--- config.mk ---
export PLATFORM = sky130hd
export DESIGN_NAME = infix_expression_syntax_checker_unit
export DESIGN_NICKNAME = d
export VERILOG_FILES = /design/src/rtl/core/iesc_pkg.sv /design/src/rtl/core/iesc_front.sv /design/src/rtl/core/iesc_queue.sv /design/src/rtl/core/iesc_back.sv /design/src/rtl/core/infix_expression_syntax_checker_unit.sv
export SDC_FILE = /design/constraint.sdc
export NUM_CORES = 1
export LEC_CHECK = 0
export ABC_CLOCK_PERIOD_IN_PS = 7200
export CAP_MARGIN = 20
export CORE_AREA = 2 2 107 68
export DETAILED_ROUTE_END_ITERATION = 8
export DIE_AREA = 0 0 109 70
export DONT_BUFFER_PORTS = 1
export PLACE_DENSITY = 0.49
export SLEW_MARGIN = 30
export SYNTH_ARGS = -nofsm -noshare
export SYNTH_HDL_FRONTEND = slang
export SYNTH_HIERARCHICAL = 1
export SYNTH_SLANG_ARGS = --single-unit
--- constraint.sdc ---
create_clock -name clock -period 7.2 [get_ports clock]
set_clock_uncertainty 0.15 [all_clocks]
set_input_delay 0.72 -clock clock [delete_from_list [all_inputs] [get_ports clock]]
set_output_delay 0.72 -clock clock [all_outputs]
set_load 0.02 [all_outputs]
--- src/rtl/core/iesc_pkg.sv ---
// Shared types and character codes for the infix expression syntax checker.
// No dependencies; every other file of the block imports this package.
package iesc_pkg;

   // Character codes of the expression alphabet.
   localparam logic [7:0] CHAR_END     = 8'h00;
   localparam logic [7:0] CHAR_FN_COS  = 8'(int'("A") + 1);
   localparam logic [7:0] CHAR_FN_COSH = 8'(int'("A") + 2);
   localparam logic [7:0] CHAR_OP_DIV  = 8'(int'("A") + 3);
   localparam logic [7:0] CHAR_LG      = 8'(int'("A") + 4);
   localparam logic [7:0] CHAR_LN      = 8'(int'("A") + 5);
   localparam logic [7:0] CHAR_OP_MUL  = 8'(int'("A") + 6);
   localparam logic [7:0] CHAR_PI      = 8'(int'("A") + 7);
   localparam logic [7:0] CHAR_FN_SIN  = 8'(int'("A") + 8);
   localparam logic [7:0] CHAR_FN_SINH = 8'(int'("A") + 9);
   localparam logic [7:0] CHAR_FN_SQRT = 8'(int'("A") + 10);
   localparam logic [7:0] CHAR_CBRT    = 8'(int'("A") + 11);
   localparam logic [7:0] CHAR_FN_TAN  = 8'(int'("A") + 12);
   localparam logic [7:0] CHAR_FN_TANH = 8'(int'("A") + 13);
   localparam logic [7:0] CHAR_SQR     = 8'(int'("A") + 14);
   localparam logic [7:0] CHAR_CUBE    = 8'(int'("A") + 15);
   localparam logic [7:0] CHAR_ZERO    = 8'h30;
   localparam logic [7:0] CHAR_NINE    = 8'h39;
   localparam logic [7:0] CHAR_POINT   = 8'h2E;
   localparam logic [7:0] CHAR_PLUS    = 8'h2B;
   localparam logic [7:0] CHAR_MINUS   = 8'h2D;
   localparam logic [7:0] CHAR_POW     = 8'h5E;
   localparam logic [7:0] CHAR_E       = 8'h65;
   localparam logic [7:0] CHAR_OPEN    = 8'h28;
   localparam logic [7:0] CHAR_CLOSE   = 8'h29;

   // Token kinds produced by the classifier.
   typedef enum logic [3:0] {
      TOK_IGNORE,
      TOK_END,
      TOK_DIGIT,
      TOK_POINT,
      TOK_CONST,
      TOK_BINOP,
      TOK_MINUS,
      TOK_FUNC,
      TOK_POSTFIX,
      TOK_OPEN,
      TOK_CLOSE
   } token_type;

   // Syntactic class of the most recent character.
   typedef enum logic [2:0] {
      CLS_NUMBER  = 3'd1,
      CLS_BINOP   = 3'd2,
      CLS_PREFIX  = 3'd3,
      CLS_POSTFIX = 3'd4,
      CLS_OPEN    = 3'd5,
      CLS_CLOSE   = 3'd6,
      CLS_CONST   = 3'd7
   } class_type;

   // Fill levels of the two-entry token queue.
   localparam logic [1:0] QUEUE_EMPTY = 2'd0;
   localparam logic [1:0] QUEUE_ONE   = 2'd1;
   localparam logic [1:0] QUEUE_FULL  = 2'd2;

endpackage

--- src/rtl/core/iesc_front.sv ---
// Front end: accepts characters and registers their token kind.
// Depends on iesc_pkg.
module iesc_front (
   input  logic              clock,
   input  logic              reset,
   input  logic              req_tvalid,
   output logic              req_tready,
   input  logic [7:0]        req_tdata,   // [7:0] char_code
   output logic              tok_valid,
   input  logic              tok_ready,
   output iesc_pkg::token_type tok_kind
);
   import iesc_pkg::*;

   logic      tok_valid_ff;
   token_type tok_ff;
   token_type tok_in;

   assign req_tready = !tok_valid_ff || tok_ready;
   assign tok_valid  = tok_valid_ff;
   assign tok_kind   = tok_ff;

   always_comb begin
      unique case (req_tdata) inside
         CHAR_END:                                       tok_in = TOK_END;
         [CHAR_ZERO:CHAR_NINE]:                          tok_in = TOK_DIGIT;
         CHAR_POINT:                                     tok_in = TOK_POINT;
         CHAR_E, CHAR_PI:                                tok_in = TOK_CONST;
         CHAR_PLUS, CHAR_OP_MUL, CHAR_OP_DIV, CHAR_POW:  tok_in = TOK_BINOP;
         CHAR_MINUS:                                     tok_in = TOK_MINUS;
         CHAR_FN_SIN, CHAR_FN_COS, CHAR_FN_TAN, CHAR_FN_SINH, CHAR_FN_COSH, CHAR_FN_TANH,
         CHAR_LN, CHAR_LG, CHAR_FN_SQRT, CHAR_CBRT:      tok_in = TOK_FUNC;
         CHAR_SQR, CHAR_CUBE:                            tok_in = TOK_POSTFIX;
         CHAR_OPEN:                                      tok_in = TOK_OPEN;
         CHAR_CLOSE:                                     tok_in = TOK_CLOSE;
         default:                                        tok_in = TOK_IGNORE;
      endcase
   end

   always_ff @(posedge clock) begin
      if (reset) begin
         tok_valid_ff <= 1'b0;
      end else if (req_tready) begin
         tok_valid_ff <= req_tvalid;
      end
   end

   always_ff @(posedge clock) begin
      if (req_tvalid && req_tready) begin
         tok_ff <= tok_in;
      end
   end

endmodule

--- src/rtl/core/iesc_queue.sv ---
// Two-entry token queue between the classifier and the checker.
// Depends on iesc_pkg. Entry zero is always the head.
module iesc_queue (
   input  logic              clock,
   input  logic              reset,
   input  logic              push_valid,
   output logic              push_ready,
   input  iesc_pkg::token_type push_kind,
   output logic              pop_valid,
   input  logic              pop_ready,
   output iesc_pkg::token_type pop_kind
);
   import iesc_pkg::*;

   logic [1:0] count_ff;
   logic [1:0] count_in;
   token_type  head_ff;
   token_type  head_in;
   token_type  tail_ff;
   token_type  tail_in;
   logic       push;
   logic       pop;

   assign push_ready = (count_ff != QUEUE_FULL);
   assign pop_valid  = (count_ff != QUEUE_EMPTY);
   assign pop_kind   = head_ff;
   assign push       = push_valid && push_ready;
   assign pop        = pop_valid && pop_ready;

   always_comb begin
      count_in = count_ff;
      head_in  = head_ff;
      tail_in  = tail_ff;
      if (pop) begin
         head_in = tail_ff;
      end
      if (push) begin
         // The new entry lands behind whatever remains after the pop.
         if ((count_ff == QUEUE_EMPTY) || (pop && (count_ff == QUEUE_ONE))) begin
            head_in = push_kind;
         end else begin
            tail_in = push_kind;
         end
      end
      if (push && !pop) begin
         count_in = count_ff + 2'd1;
      end else if (pop && !push) begin
         count_in = count_ff - 2'd1;
      end
   end

   always_ff @(posedge clock) begin
      if (reset) begin
         count_ff <= QUEUE_EMPTY;
      end else begin
         count_ff <= count_in;
      end
   end

   always_ff @(posedge clock) begin
      head_ff <= head_in;
      tail_ff <= tail_in;
   end

endmodule

--- src/rtl/core/iesc_back.sv ---
// Back end: applies the class transition rules, tracks decimal points and
// bracket depth, latches the first error and holds the result register.
// Depends on iesc_pkg.
module iesc_back #(
   parameter int unsigned MAX_NESTING = 255
) (
   input  logic              clock,
   input  logic              reset,
   input  logic              tok_valid,
   output logic              tok_ready,
   input  iesc_pkg::token_type tok_kind,
   output logic              rsp_tvalid,
   input  logic              rsp_tready,
   output logic              rsp_tlast,
   output logic              rsp_error
);
   import iesc_pkg::*;

   localparam int DepthWidth = $clog2(MAX_NESTING + 1);
   localparam logic [DepthWidth-1:0] DepthMax = DepthWidth'(MAX_NESTING);

   class_type             prev_ff;
   class_type             prev_in;
   logic                  point_ff;
   logic                  point_in;
   logic [DepthWidth-1:0] depth_ff;
   logic [DepthWidth-1:0] depth_in;
   logic                  error_ff;
   logic                  error_in;
   logic                  valid_ff;
   logic                  last_ff;
   logic                  last_in;
   logic                  verdict_ff;
   logic                  verdict_in;
   logic                  take;
   logic                  after_operand;
   logic                  wants_operand;
   logic                  bad;

   assign tok_ready  = !valid_ff || rsp_tready;
   assign take       = tok_valid && tok_ready;
   assign rsp_tvalid = valid_ff;
   assign rsp_tlast  = last_ff;
   assign rsp_error  = verdict_ff;

   always_comb begin
      case (prev_ff) inside
         CLS_NUMBER, CLS_POSTFIX, CLS_CLOSE, CLS_CONST: after_operand = 1'b1;
         default:                                       after_operand = 1'b0;
      endcase
      case (prev_ff) inside
         CLS_BINOP, CLS_PREFIX, CLS_OPEN: wants_operand = 1'b1;
         default:                         wants_operand = 1'b0;
      endcase
   end

   always_comb begin
      prev_in    = prev_ff;
      point_in   = point_ff;
      depth_in   = depth_ff;
      bad        = 1'b0;
      last_in    = 1'b0;
      if (tok_kind == TOK_END) begin
         last_in  = 1'b1;
         prev_in  = CLS_OPEN;
         point_in = 1'b0;
         depth_in = '0;
         error_in = 1'b0;
         verdict_in = error_ff || wants_operand;
      end else begin
         if (!error_ff) begin
            unique case (tok_kind)
               TOK_DIGIT, TOK_POINT: begin
                  if (prev_ff != CLS_NUMBER) begin
                     bad      = after_operand;
                     point_in = 1'b0;
                     prev_in  = CLS_NUMBER;
                  end
                  if (tok_kind == TOK_POINT) begin
                     // A second point counts only within the same number.
                     if ((prev_ff == CLS_NUMBER) && point_ff) begin
                        bad = 1'b1;
                     end
                     point_in = 1'b1;
                  end
               end
               TOK_CONST: begin
                  bad     = after_operand;
                  prev_in = CLS_CONST;
               end
               TOK_BINOP: begin
                  bad     = wants_operand;
                  prev_in = CLS_BINOP;
               end
               TOK_MINUS: begin
                  prev_in = wants_operand ? CLS_PREFIX : CLS_BINOP;
               end
               TOK_FUNC: begin
                  bad     = after_operand;
                  prev_in = CLS_PREFIX;
               end
               TOK_POSTFIX: begin
                  bad     = wants_operand;
                  prev_in = CLS_POSTFIX;
               end
               TOK_OPEN: begin
                  prev_in = CLS_OPEN;
                  if (depth_ff == DepthMax) begin
                     bad = 1'b1;
                  end else begin
                     bad      = after_operand;
                     depth_in = depth_ff + DepthWidth'(1);
                  end
               end
               TOK_CLOSE: begin
                  prev_in = CLS_CLOSE;
                  if (depth_ff == '0) begin
                     bad = 1'b1;
                  end else begin
                     bad      = wants_operand;
                     depth_in = depth_ff - DepthWidth'(1);
                  end
               end
               default: begin
               end
            endcase
         end
         error_in   = error_ff || bad;
         verdict_in = error_in;
      end
   end

   always_ff @(posedge clock) begin
      if (reset) begin
         prev_ff  <= CLS_OPEN;
         point_ff <= 1'b0;
         depth_ff <= '0;
         error_ff <= 1'b0;
         valid_ff <= 1'b0;
      end else begin
         if (take) begin
            prev_ff  <= prev_in;
            point_ff <= point_in;
            depth_ff <= depth_in;
            error_ff <= error_in;
         end
         if (tok_ready) begin
            valid_ff <= tok_valid;
         end
      end
   end

   always_ff @(posedge clock) begin
      if (take) begin
         last_ff    <= last_in;
         verdict_ff <= verdict_in;
      end
   end

endmodule

--- src/rtl/core/infix_expression_syntax_checker_unit.sv ---
// Infix expression syntax checker. Takes one expression character per cycle
// and returns one result per character; a zero byte ends the expression and
// its result carries tlast with the final verdict, after which all checker
// state returns to its start values. Each character passes the classifier
// register and a two-entry token queue before it reaches the result
// register. The checker updates its class, point and bracket state once
// per token and takes one character per cycle while rsp_tready is high;
// a low rsp_tready stalls it. Brackets nested deeper than MAX_NESTING
// are an error; brackets left open at the end are accepted.
module infix_expression_syntax_checker_unit #(
   parameter int unsigned MAX_NESTING = 255
) (
   input  logic       clock,
   input  logic       reset,
   input  logic       req_tvalid,
   output logic       req_tready,
   input  logic [7:0] req_tdata,   // [7:0] char_code
   output logic       rsp_tvalid,
   input  logic       rsp_tready,
   output logic [7:0] rsp_tdata,   // [0] syntax_error, [7:1] zero
   output logic       rsp_tlast    // expression_end
);
   import iesc_pkg::*;

   logic      front_valid;
   logic      front_ready;
   token_type front_kind;
   logic      queue_valid;
   logic      queue_ready;
   token_type queue_kind;
   logic      rsp_error;

   iesc_front u_front (
      .clock      (clock),
      .reset      (reset),
      .req_tvalid (req_tvalid),
      .req_tready (req_tready),
      .req_tdata  (req_tdata),
      .tok_valid  (front_valid),
      .tok_ready  (front_ready),
      .tok_kind   (front_kind)
   );

   iesc_queue u_queue (
      .clock      (clock),
      .reset      (reset),
      .push_valid (front_valid),
      .push_ready (front_ready),
      .push_kind  (front_kind),
      .pop_valid  (queue_valid),
      .pop_ready  (queue_ready),
      .pop_kind   (queue_kind)
   );

   iesc_back #(
      .MAX_NESTING (MAX_NESTING)
   ) u_back (
      .clock      (clock),
      .reset      (reset),
      .tok_valid  (queue_valid),
      .tok_ready  (queue_ready),
      .tok_kind   (queue_kind),
      .rsp_tvalid (rsp_tvalid),
      .rsp_tready (rsp_tready),
      .rsp_tlast  (rsp_tlast),
      .rsp_error  (rsp_error)
   );

   assign rsp_tdata = {7'b0, rsp_error};

endmodule
# Yosys cells after proc, flatten, opt, wreduce, memory -nomap -nowiden
# Cells that the tools add are included.
[totals] ff_bits=31 in_bits=12 elab_cells=139
[classes] n_addsub=4 n_lt_le_gt_ge=2 n_eq_ne=47 n_mux=34 bitwise=1 n_reduce_logical=39
[ops] op="8-bit by 7-bit equality test with 1-bit output (second input constant)" count=17
[ops] op="8-bit by 6-bit equality test with 1-bit output (second input constant)" count=5
[ops] op="4-bit case mux with 10 select lines" count=1
[ops] op="8-bit 2-to-1 mux" count=4
[ops] op="3-bit case mux with 8 select lines" count=1
[ops] op="1-bit 2-to-1 mux" count=18
[ops] op="4-bit by 3-bit equality test with 1-bit output (second input constant)" count=4
[ops] op="8-bit logical NOT" count=2
[ops] op="8-bit case mux with 2 select lines" count=1
[ops] op="3-bit equality test (second input constant)" count=4
[ops] op="4-bit equality test (second input constant)" count=3
[ops] op="4-bit 2-to-1 mux" count=3
[ops] op="10-bit OR reduction" count=1
[ops] op="2-bit OR reduction" count=5
[ops] op="3-bit 2-to-1 mux" count=3
[ops] op="9-bit nonzero test" count=1
[ops] op="8-bit by 1-bit adder with 8-bit output (second input constant)" count=1
[ops] op="4-bit by 2-bit equality test with 1-bit output (second input constant)" count=2
[ops] op="8-bit equality test (second input constant)" count=1
[ops] op="8-bit by 6-bit greater-or-equal comparator with 1-bit output (second input constant)" count=1
[ops] op="8-bit by 6-bit <= comparator with 1-bit output (second input constant)" count=1
[ops] op="1-bit logical AND" count=8
[ops] op="4-bit AND reduction" count=2
[ops] op="4-bit OR reduction" count=2
[ops] op="other kinds (21)" count=36

# Logic depth before layout (Yosys ltp)
# Gate-level depths: netlist of the first run.
[logic_depth] ltp_word=11 depth_mapped=9

# Modules after synthesis
# The synthesis of the first run kept the hierarchy.
[modules_own_cells] module="iesc_back" n_inst=1 cells_per_inst=151 area_each_um2=1233.7 seq_area_each_um2=340.3
[modules_own_cells] module="iesc_queue" n_inst=1 cells_per_inst=44 area_each_um2=480.5 seq_area_each_um2=240.2
[modules_own_cells] module="iesc_front" n_inst=1 cells_per_inst=57 area_each_um2=479.2 seq_area_each_um2=140.1
[modules_own_cells] module="infix_expression_syntax_checker_unit" n_inst=1 cells_per_inst=9 area_each_um2=63.8 seq_area_each_um2=0.0

# Least setup slack after synthesis of the first run
# No wires, ideal clock.
[synth_timing] kind="reg2reg" from="reg u_queue.head_ff[1], in the netlist u_queue/pop_kind[1]" to="reg u_back.depth_ff[7]" arrival_ns=2.137 required_ns=6.976 slack_ns=4.838 path_stages_with_launch=9 n_path_buf=1 cell_sequence="dfxtp_1 -> clkbuf_1 -> and4bb_1 -> ha_1 -> a21oi_1 -> o2111ai_1 -> a21o_1 -> a21o_1 -> a31oi_1"
[synth_between] elab_chain_cells=4 elab_cells_between_ends=11
[synth_rtl] element="start: declaration" line="iesc_queue.sv:17" text="token_type head_ff;"
[synth_rtl] element="start signal: assignment" line="iesc_queue.sv:61" text="head_ff <= head_in;"
[synth_rtl] element="4-bit equality test" line="iesc_back.sv:72" text="unique case (tok_kind)"
[synth_rtl] element="8-bit case mux with 2 select lines" line="iesc_back.sv:72"
[synth_rtl] element="8-bit 2-to-1 mux" line="iesc_back.sv:71" text="if (!error_ff) begin"
[synth_rtl] element="8-bit 2-to-1 mux" line="iesc_back.sv:63" text="if (tok_kind == TOK_END) begin"
[synth_rtl] element="end signal: assignment" line="iesc_back.sv:144" text="depth_ff <= depth_in;"
[synth_rtl] element="end: declaration" line="iesc_back.sv:26" text="logic [DepthWidth-1:0] depth_ff;"
# Parallel ways exist; a longest one is shown, timed or not. The select of a mux whose other input is x is not followed.
# A chain may end at the register's enable or synchronous reset.

# Final worst setup path of the first run
# Same ends and word-level chain as after synthesis.

==> results of run 1 <==
[cell type report]
class | count | share of cell area (%)
inverter | 13 | 2.081
sequential | 31 | 30.74
multi-input combinational | 201 | 57.52
clock buffer | 5 | 2.935
tap | 91 | 4.856
clock inverter | 3 | 1.868
[logic make-up (layout without fill, tap and decap cells)]
group / Yosys count / count (layout) / synth area share, %
AO/OA/AOI/OAI: 67 / 67 / 20.12
XOR/XNOR: 8 / 8 / 3.437
adder cells (fa/ha/maj): 11 / 11 / 6.375
buffers and inverters: 35 / 21 / 9.313
flip-flops: 31 / 31 / 31.93
multiplexers: 5 / 5 / 2.217
other: 1 / 7 / 0.1661
AND/OR/NAND/NOR: 103 / 103 / 26.44
[routing by layer]
| layer | global-route usage, % | vias up |
|---|---|---|
| li1 | - | 928 |
| met1 | 21.86 | 823 |
| met2 | 17.05 | 69 |
| met3 | 3.641 | 7 |
| met4 | 5.698 | 0 |
| met5 | 0 | - |
[cells in the mapped netlist, types with 2 or more instances]
cell type / count / share of area (%)
buf_2: 3 / 0.66
clkbuf_1: 5 / 0.83
ha_1: 9 / 5.0
nor3_1: 5 / 1.1
o21ai_0: 9 / 2.0
a21o_1: 4 / 1.3
buf_4: 8 / 2.7
xnor2_1: 3 / 1.2
nand4_1: 4 / 1.1
nor4_1: 4 / 1.1
buf_6: 6 / 3.0
edfxtp_1: 10 / 13
o21bai_1: 4 / 1.3
a21oi_1: 23 / 5.1
nand2_1: 22 / 3.7
o31ai_1: 2 / 0.66
nand3b_1: 2 / 0.66
nand3_1: 15 / 3.3
o41ai_1: 3 / 1.2
or2_1: 2 / 0.55
nand2b_1: 6 / 1.7
nor2_1: 18 / 3.0
dfxtp_1: 21 / 19
nor2b_1: 4 / 1.1
and4_1: 4 / 1.6
o2111ai_1: 5 / 1.9
mux2i_1: 5 / 2.2
a31oi_1: 5 / 1.4
o21ai_1: 2 / 0.44
nand2b_4: 2 / 1.2
inv_1: 13 / 2.2
xor2_1: 4 / 1.6
[path summary, 6_finish.rpt]
path | endpoint | slack [ns] | depth (start not counted)
worst max-delay path | u_back/depth_ff[7] | 4.56 | 7
worst min-delay path | u_queue/tail_ff[3] | 0.30 | 0
worst min register to register | u_queue/tail_ff[3] | 0.30 | 0
worst max register to register | u_back/depth_ff[7] | 4.56 | 7
[critical path, stage by stage (launching register included)]
cell and delay [ns]:
dfxtp_1 0.53, and4bb_1 0.55, ha_1 0.32, a21oi_1 0.27, o2111ai_1 0.22, a21o_1 0.21, a21o_1 0.18, a31oi_1 0.15
[where the power goes]
group          internal, mW  switching, mW
clock network         0.103         0.0710
logic                 0.156          0.213
registers             0.235         0.0772
total                 0.494          0.362
[per-stage QoR]
| step | area [µm²] | hold WS [ns] | cells |
|---|---|---|---|
| 6_report | 2345 | 0.3026 | 344 |
| 5_1_grt | 2345 | 0.3244 | 344 |
| 4_1_cts | 2345 | 0.3049 | 344 |
| 3_5_place_dp | 2232 | 0.2858 | 336 |
| 3_3_place_gp | 2232 | 0.2845 | 336 |
| 2_1_floorplan | 2280 | 0.2762 | 267 |
[flip-flops by register name, indices dropped and copies added, names as in the netlist]
name               flops
u_back/depth_ff        8
u_front/tok_kind       4
u_queue/pop_kind       4
u_queue/tail_ff        4
u_back/prev_ff         3
u_queue/count_ff       2
u_back/error_ff        1
u_back/point_ff        1
u_back/rsp_error       1
u_back/rsp_tlast       1
u_back/rsp_tvalid      1
u_front/tok_valid      1
==> impl_metrics.csv, run 1 <==
group,metric,value,unit
outcome,outcome,"finished, final reports clean",
synth,synthFlopType,"dfxtp_1",
final_layout,fin_nets,274,
die,start_util,33.11,%
pwr,total_power,855.7,µW
sta,tns,0,ns
global_routing,grt_max_degree,17,
routing,via_per_inst,5.311,
final_layout,syn_to_final_growth,3.880,%
synth,synth_cells,261,
run,max-cap-violations,0,
global_routing,grt_usage,13.83,%
routing,wirelength_met1,2652,µm
clock_tree,clock-sinks,31,
routing,top_layer_used,"met4",
synth,yosysWarnings,6,
worst_setup_path,reg2reg_from,"u_queue/pop_kind[1]",
pwr,leakagePower,0.8907,nW
sta,maxSlewViolCount,0,
routing,wl_per_cell,13.67,µm
sta,finalHoldViolCount,0,
routing,drt_iter0_drc,98,
routing,vias,1827,
die,core-area,0.006817,mm²
pwr,powerDensity,364.9,mW/mm²
die,ios,23,
placed_design,gp_congestion,0.8606,
synth,ys_seq_area_share,31.93,%
routing,met2_length,1690,µm
sta,fin_ws,4.559,ns
final_layout,drive_gt1_share,7.905,%
global_routing,antenna_found_initial,0,
final_layout,fillers,692,
worst_setup_path,required,7.27,ns
routing,drt-pass1-iter-count,5,
clock_tree,cts.htree.levels,2,
clock_tree,cts-root-buf,"clkbuf_8",
sta,clock.fmax,0.3786,GHz
routing,drt_wl_total,4702,µm
worst_setup_path,worst_setup_path_end_kind,"flip-flop",
worst_setup_path,crit_fanout,12,
synth,ys_ff_latch,31,
clock_tree,clkSlewWorstSetupHoldPaths,0.07,ns
global_routing,overflow,0,
clock_tree,cts_buffers,5,
synth,ys_types,61,
routing,wl_met3,287,µm
synth,synth_area,0.002257,mm²
final_layout,multi_input_comb_area,0.001349,mm²
worst_setup_path,cp-startpoint,"u_queue/pop_kind[1]",
sta,fin_crit_sh,36.69,%
final_layout,final_cell_mix,"a21oi_1, nand2_1, dfxtp_1",
global_routing,grt_pass1_wl,8335,µm
routing,ant_nets,0,
pwr,peakVddDrop,0.1520,mV
clock_tree,cts_tree,"done",
clock_tree,clk_latency,0.29,ns
placed_design,numPortBuffers,0,
synth,avgSynthCellArea,8.648,µm²
clock_tree,ctsHoldBuffers,0,
synth,synth_edf_count,10,
placed_design,place_hpwl,3523,µm
die,fp-row-count,24,
die,chipWidth,109,µm
placed_design,post-place-ws,4.581,ns
worst_hold_path,hp-start,"u_front/tok_kind[3]",
die,dieHeight,70,µm
routing,route.detailed.drc,0,
final_layout,mostFrequentLayoutCell,"a21oi_1",
sta,setup_violations,0,
worst_setup_path,start_kind,"flip-flop",
sta,rsz0062_at_grt,"no",
clock_tree,cts_setup_buffers,0,
final_layout,final_util,34.40,%
worst_setup_path,cp.arrival,2.71,ns
clock_tree,cts_buffer_depth,2,
die,die_area,0.007630,mm²
global_routing,grt_pass1_vias,1697,
synth,async_flop_share,0,%
final_layout,final-seq-area,720.7,µm²
worst_hold_path,hold_class,"reg -> reg",
worst_setup_path,crit_type,"reg -> reg",
clock_tree,cts.repair.resized,0,
sta,fin_crit,2.641,ns
final_layout,antenna_cells,0,
Note: power is estimated with default switching activity, not from simulation.
==> inputs of run 2 (changes only) <==
--- a/config.mk
+++ b/config.mk
@@ -5,11 +5,12 @@
 export SDC_FILE = /design/constraint.sdc
 export NUM_CORES = 1
 export LEC_CHECK = 0
-export ABC_CLOCK_PERIOD_IN_PS = 7200
+export ABC_AREA = 1
+export ABC_CLOCK_PERIOD_IN_PS = 2710
 export CAP_MARGIN = 20
-export CORE_AREA = 2 2 107 68
+export CORE_AREA = 2 2 110 69
 export DETAILED_ROUTE_END_ITERATION = 8
-export DIE_AREA = 0 0 109 70
+export DIE_AREA = 0 0 112 71
 export DONT_BUFFER_PORTS = 1
 export PLACE_DENSITY = 0.49
 export SLEW_MARGIN = 30
==> constraint.sdc (replaced) <==
create_clock -name clock -period 2.71 [get_ports clock]
set_clock_uncertainty 0.15 [all_clocks]
set_input_delay 0.271 -clock clock [delete_from_list [all_inputs] [get_ports clock]]
set_output_delay 0.271 -clock clock [all_outputs]
set_load 0.02 [all_outputs]
==> run 2 against run 1 <==
Net effect:
- worst setup slack worse by 4.1 ns
- sequential share of layout area is 3.3 points lower
- register-to-register slack got worse by 4.1 ns
==> impl_metrics.csv, run 2 <==
group,metric,value,unit
clock_tree,clock-sinks,31,
outcome,outcome,"finished, final reports clean",
global_routing,overflow,0,
die,core-area,0.007027,mm²
sta,maxSlewViolCount,0,
sta,finalHoldViolCount,0,
clock_tree,cts.repair.resized,0,
routing,wl_per_cell,11.34,µm
routing,drt_iter0_drc,103,
sta,clock.fmax,0.4356,GHz
worst_setup_path,ff2ff_path_depth,14,
synth,yosys-top-cells-count,"nand2_1, nor2_1, inv_1, nand3_1, dfxtp_1",
worst_setup_path,slowest_delay,0.45,ns
synth,avgSynthCellArea,6.360,µm²
worst_setup_path,crit_top_cell,"nand2_1",
final_layout,final_cell_mix,"nand2_1, nor2_1, inv_1",
pwr,peakVddDrop,0.4686,mV
synth,synth_top_area_share,19.99,%
sta,fin_crit,2.295,ns
die,chipWidth,112,µm
die,fp-row-count,24,
run,max-cap-violations,0,
worst_setup_path,crit_type,"reg -> reg",
synth,synth_area,0.002366,mm²
sta,worst_hold_slack,0.004627,ns
die,die_area,0.007952,mm²
pwr,leakagePower,1.290,nW
synth,ys_seq_area_share,30.46,%
worst_setup_path,r2r_setup_slack,0.41,ns
synth,synthTopCellsByArea,"nand2_1, dfxtp_1, edfxtp_1, nor2_1, inv_1",
worst_setup_path,timing.rr.end,"u_back/depth_ff[5]",
synth,ys_types,28,
worst_hold_path,hp-start,"reset",
routing,via_per_inst,4.559,
worst_setup_path,cp.arrival,2.35,ns
worst_hold_path,hold_path_depth,2,
clock_tree,cts.htree.levels,2,
synth,synth_most_common_cell,"nand2_1",
worst_setup_path,start_kind,"flip-flop",
placed_design,place_hpwl,4225,µm
synth,async_flop_share,0,%
global_routing,antenna_found_initial,0,
routing,ant_nets,0,
routing,vias,2138,
sta,setup_violations,0,
die,start_util,33.67,%
synth,ys_ff_latch,31,
synth,synth_cells,372,
clock_tree,cts-root-buf,"clkbuf_16",
final_layout,mostFrequentLayoutCell,"nand2_1",
synth,yosysWarnings,6,
pwr,powerDensity,981.6,mW/mm²
clock_tree,cts_buffer_depth,2,
placed_design,numPortBuffers,0,
worst_setup_path,worst_setup_path_end_kind,"flip-flop",
worst_setup_path,required,2.76,ns
die,dieHeight,71,µm
final_layout,top_register,"u_back/depth_ff",
routing,route.detailed.drc,0,
global_routing,grt_pass1_wl,9101,µm
final_layout,antenna_cells,0,
global_routing,grt_pass1_vias,1889,
routing,drt_wl_total,5318,µm
worst_hold_path,hold_class,"in -> reg",
die,ios,23,
placed_design,gp_congestion,0.8220,
clock_tree,cts_setup_buffers,0,
worst_hold_path,min_to,"u_back/prev_ff[0]",
worst_setup_path,reg2reg_from,"u_queue/pop_kind[1]",
routing,drt-pass1-iter-count,5,
worst_setup_path,path_cells,"inv_1, nor2_2, nand2_2, inv_2, ha_1, nand2_1, nor2_1, nand2_1, nand3_1, nand2_1, nand2_1, nor2_1, nand2_1, a21oi_1",
clock_tree,cts_buffers,5,
synth,synth_edf_count,10,
synth,synth.largest_area_cell,"nand2_1",
clock_tree,clk_latency,0.28,ns
final_layout,largest_reg_flops,8,
worst_setup_path,crit_fanout,10,
final_layout,fin_nets,399,
final_layout,drive_gt1_share,11.90,%
pwr,total_power,2.574,mW
sta,worst_slew_pin_slew,0.5939,ns
global_routing,grt_max_degree,14,
synth,synthFlopType,"dfxtp_1",
sta,tns,0,ns
clock_tree,clkSlewWorstSetupHoldPaths,0.05,ns
sta,fin_crit_sh,84.70,%
global_routing,grt_usage,14.19,%
sta,worst_slew_margin_rel,60.28,%
worst_setup_path,crit_path_top_delay_cell,"dfxtp_1",
final_layout,syn_to_final_growth,10.84,%
clock_tree,cts_tree,"done",
sta,rsz0062_at_grt,"no",
-- run 2: what timing repair did --
action	in CTS	in global routing
endpoints found under the hold margin	13	0
endpoints found under the setup margin	0	0
hold buffers	1	0
-- run 2: kinds of logic (layout without fill, tap and decap cells) --
kind of cell               after synthesis  count (layout)  synth area share, %
AOI/OAI and AO/OA                       30              30                6.663
xor gates and xnor gates                 3               3                1.111
adders and majority gates               10              10                5.606
buffers and inverters                   61              61                11.16
DFF                                     31              31                30.46
other                                    1               7               0.1585
and+or+nand+nor                        236             236                44.84
-- run 2: power by group --
part | internal, mW | total, mW | switching [mW] | leakage (nW)
clock | 0.456 | 0.652 | 0.196 | 0.0868
combinational | 0.374 | 1.15 | 0.774 | 0.934
sequential | 0.620 | 0.774 | 0.154 | 0.270
-- run 2: how the worst max path moves through the flow --
stage | from | to | slack, ns
2_1_floorplan | u_queue/pop_kind[1] | u_back/depth_ff[7] | 0.76
3_3_place_gp | u_queue/pop_kind[1] | u_back/depth_ff[5] | 0.47
3_5_place_dp | u_queue/pop_kind[1] | u_back/depth_ff[5] | 0.46
4_1_cts | u_queue/pop_kind[1] | u_back/depth_ff[5] | 0.43
5_1_grt | u_queue/pop_kind[1] | u_back/depth_ff[5] | 0.20
6_report | u_queue/pop_kind[1] | u_back/depth_ff[5] | 0.41
-- run 2: cell type report --
| cell class | count | area, µm² |
|---|---|---|
| multi-input cells | 286 | 1404 |
| clock inverters | 2 | 35.03 |
| inverters | 52 | 200.2 |
| fillers | 773 | 4404 |
| repair buffers | 1 | 10.01 |
| well taps | 91 | 113.9 |
| clock buffers | 6 | 138.9 |
| flip-flops and latches | 31 | 720.7 |
-- run 2: routing by layer --
layer	vias to the layer above	GRT usage [%]	wire length [µm]
li1	1164	-	-
met1	927	23.15	3197
met2	40	17.98	1799
met3	7	3.171	256
met4	0	4.065	65
met5	-	0	0
-- run 2: per-stage QoR --
| stage | instance area, µm² | cells | setup WS (ns) | utilization [%] |
|---|---|---|---|---|
| floorplan | 2389 | 378 | 0.7603 | - |
| global placement | 2439 | 460 | 0.4652 | 34.70 |
| detailed placement | 2439 | 460 | 0.4558 | 34.70 |
| CTS | 2623 | 469 | 0.4326 | 37.32 |
| global route | 2623 | 469 | 0.1989 | 37.32 |
| finish | 2623 | 469 | 0.4145 | 37.32 |
-- run 2: worst max-delay path, delay by kind of cell, from the launching register on --
family	cells	cell delay, ns
adders and majority gates	1	0.32
and+or+nand+nor	10	0.91
buffers and inverters	2	0.28
DFF	1	0.45
AOI/OAI and AO/OA	1	0.11
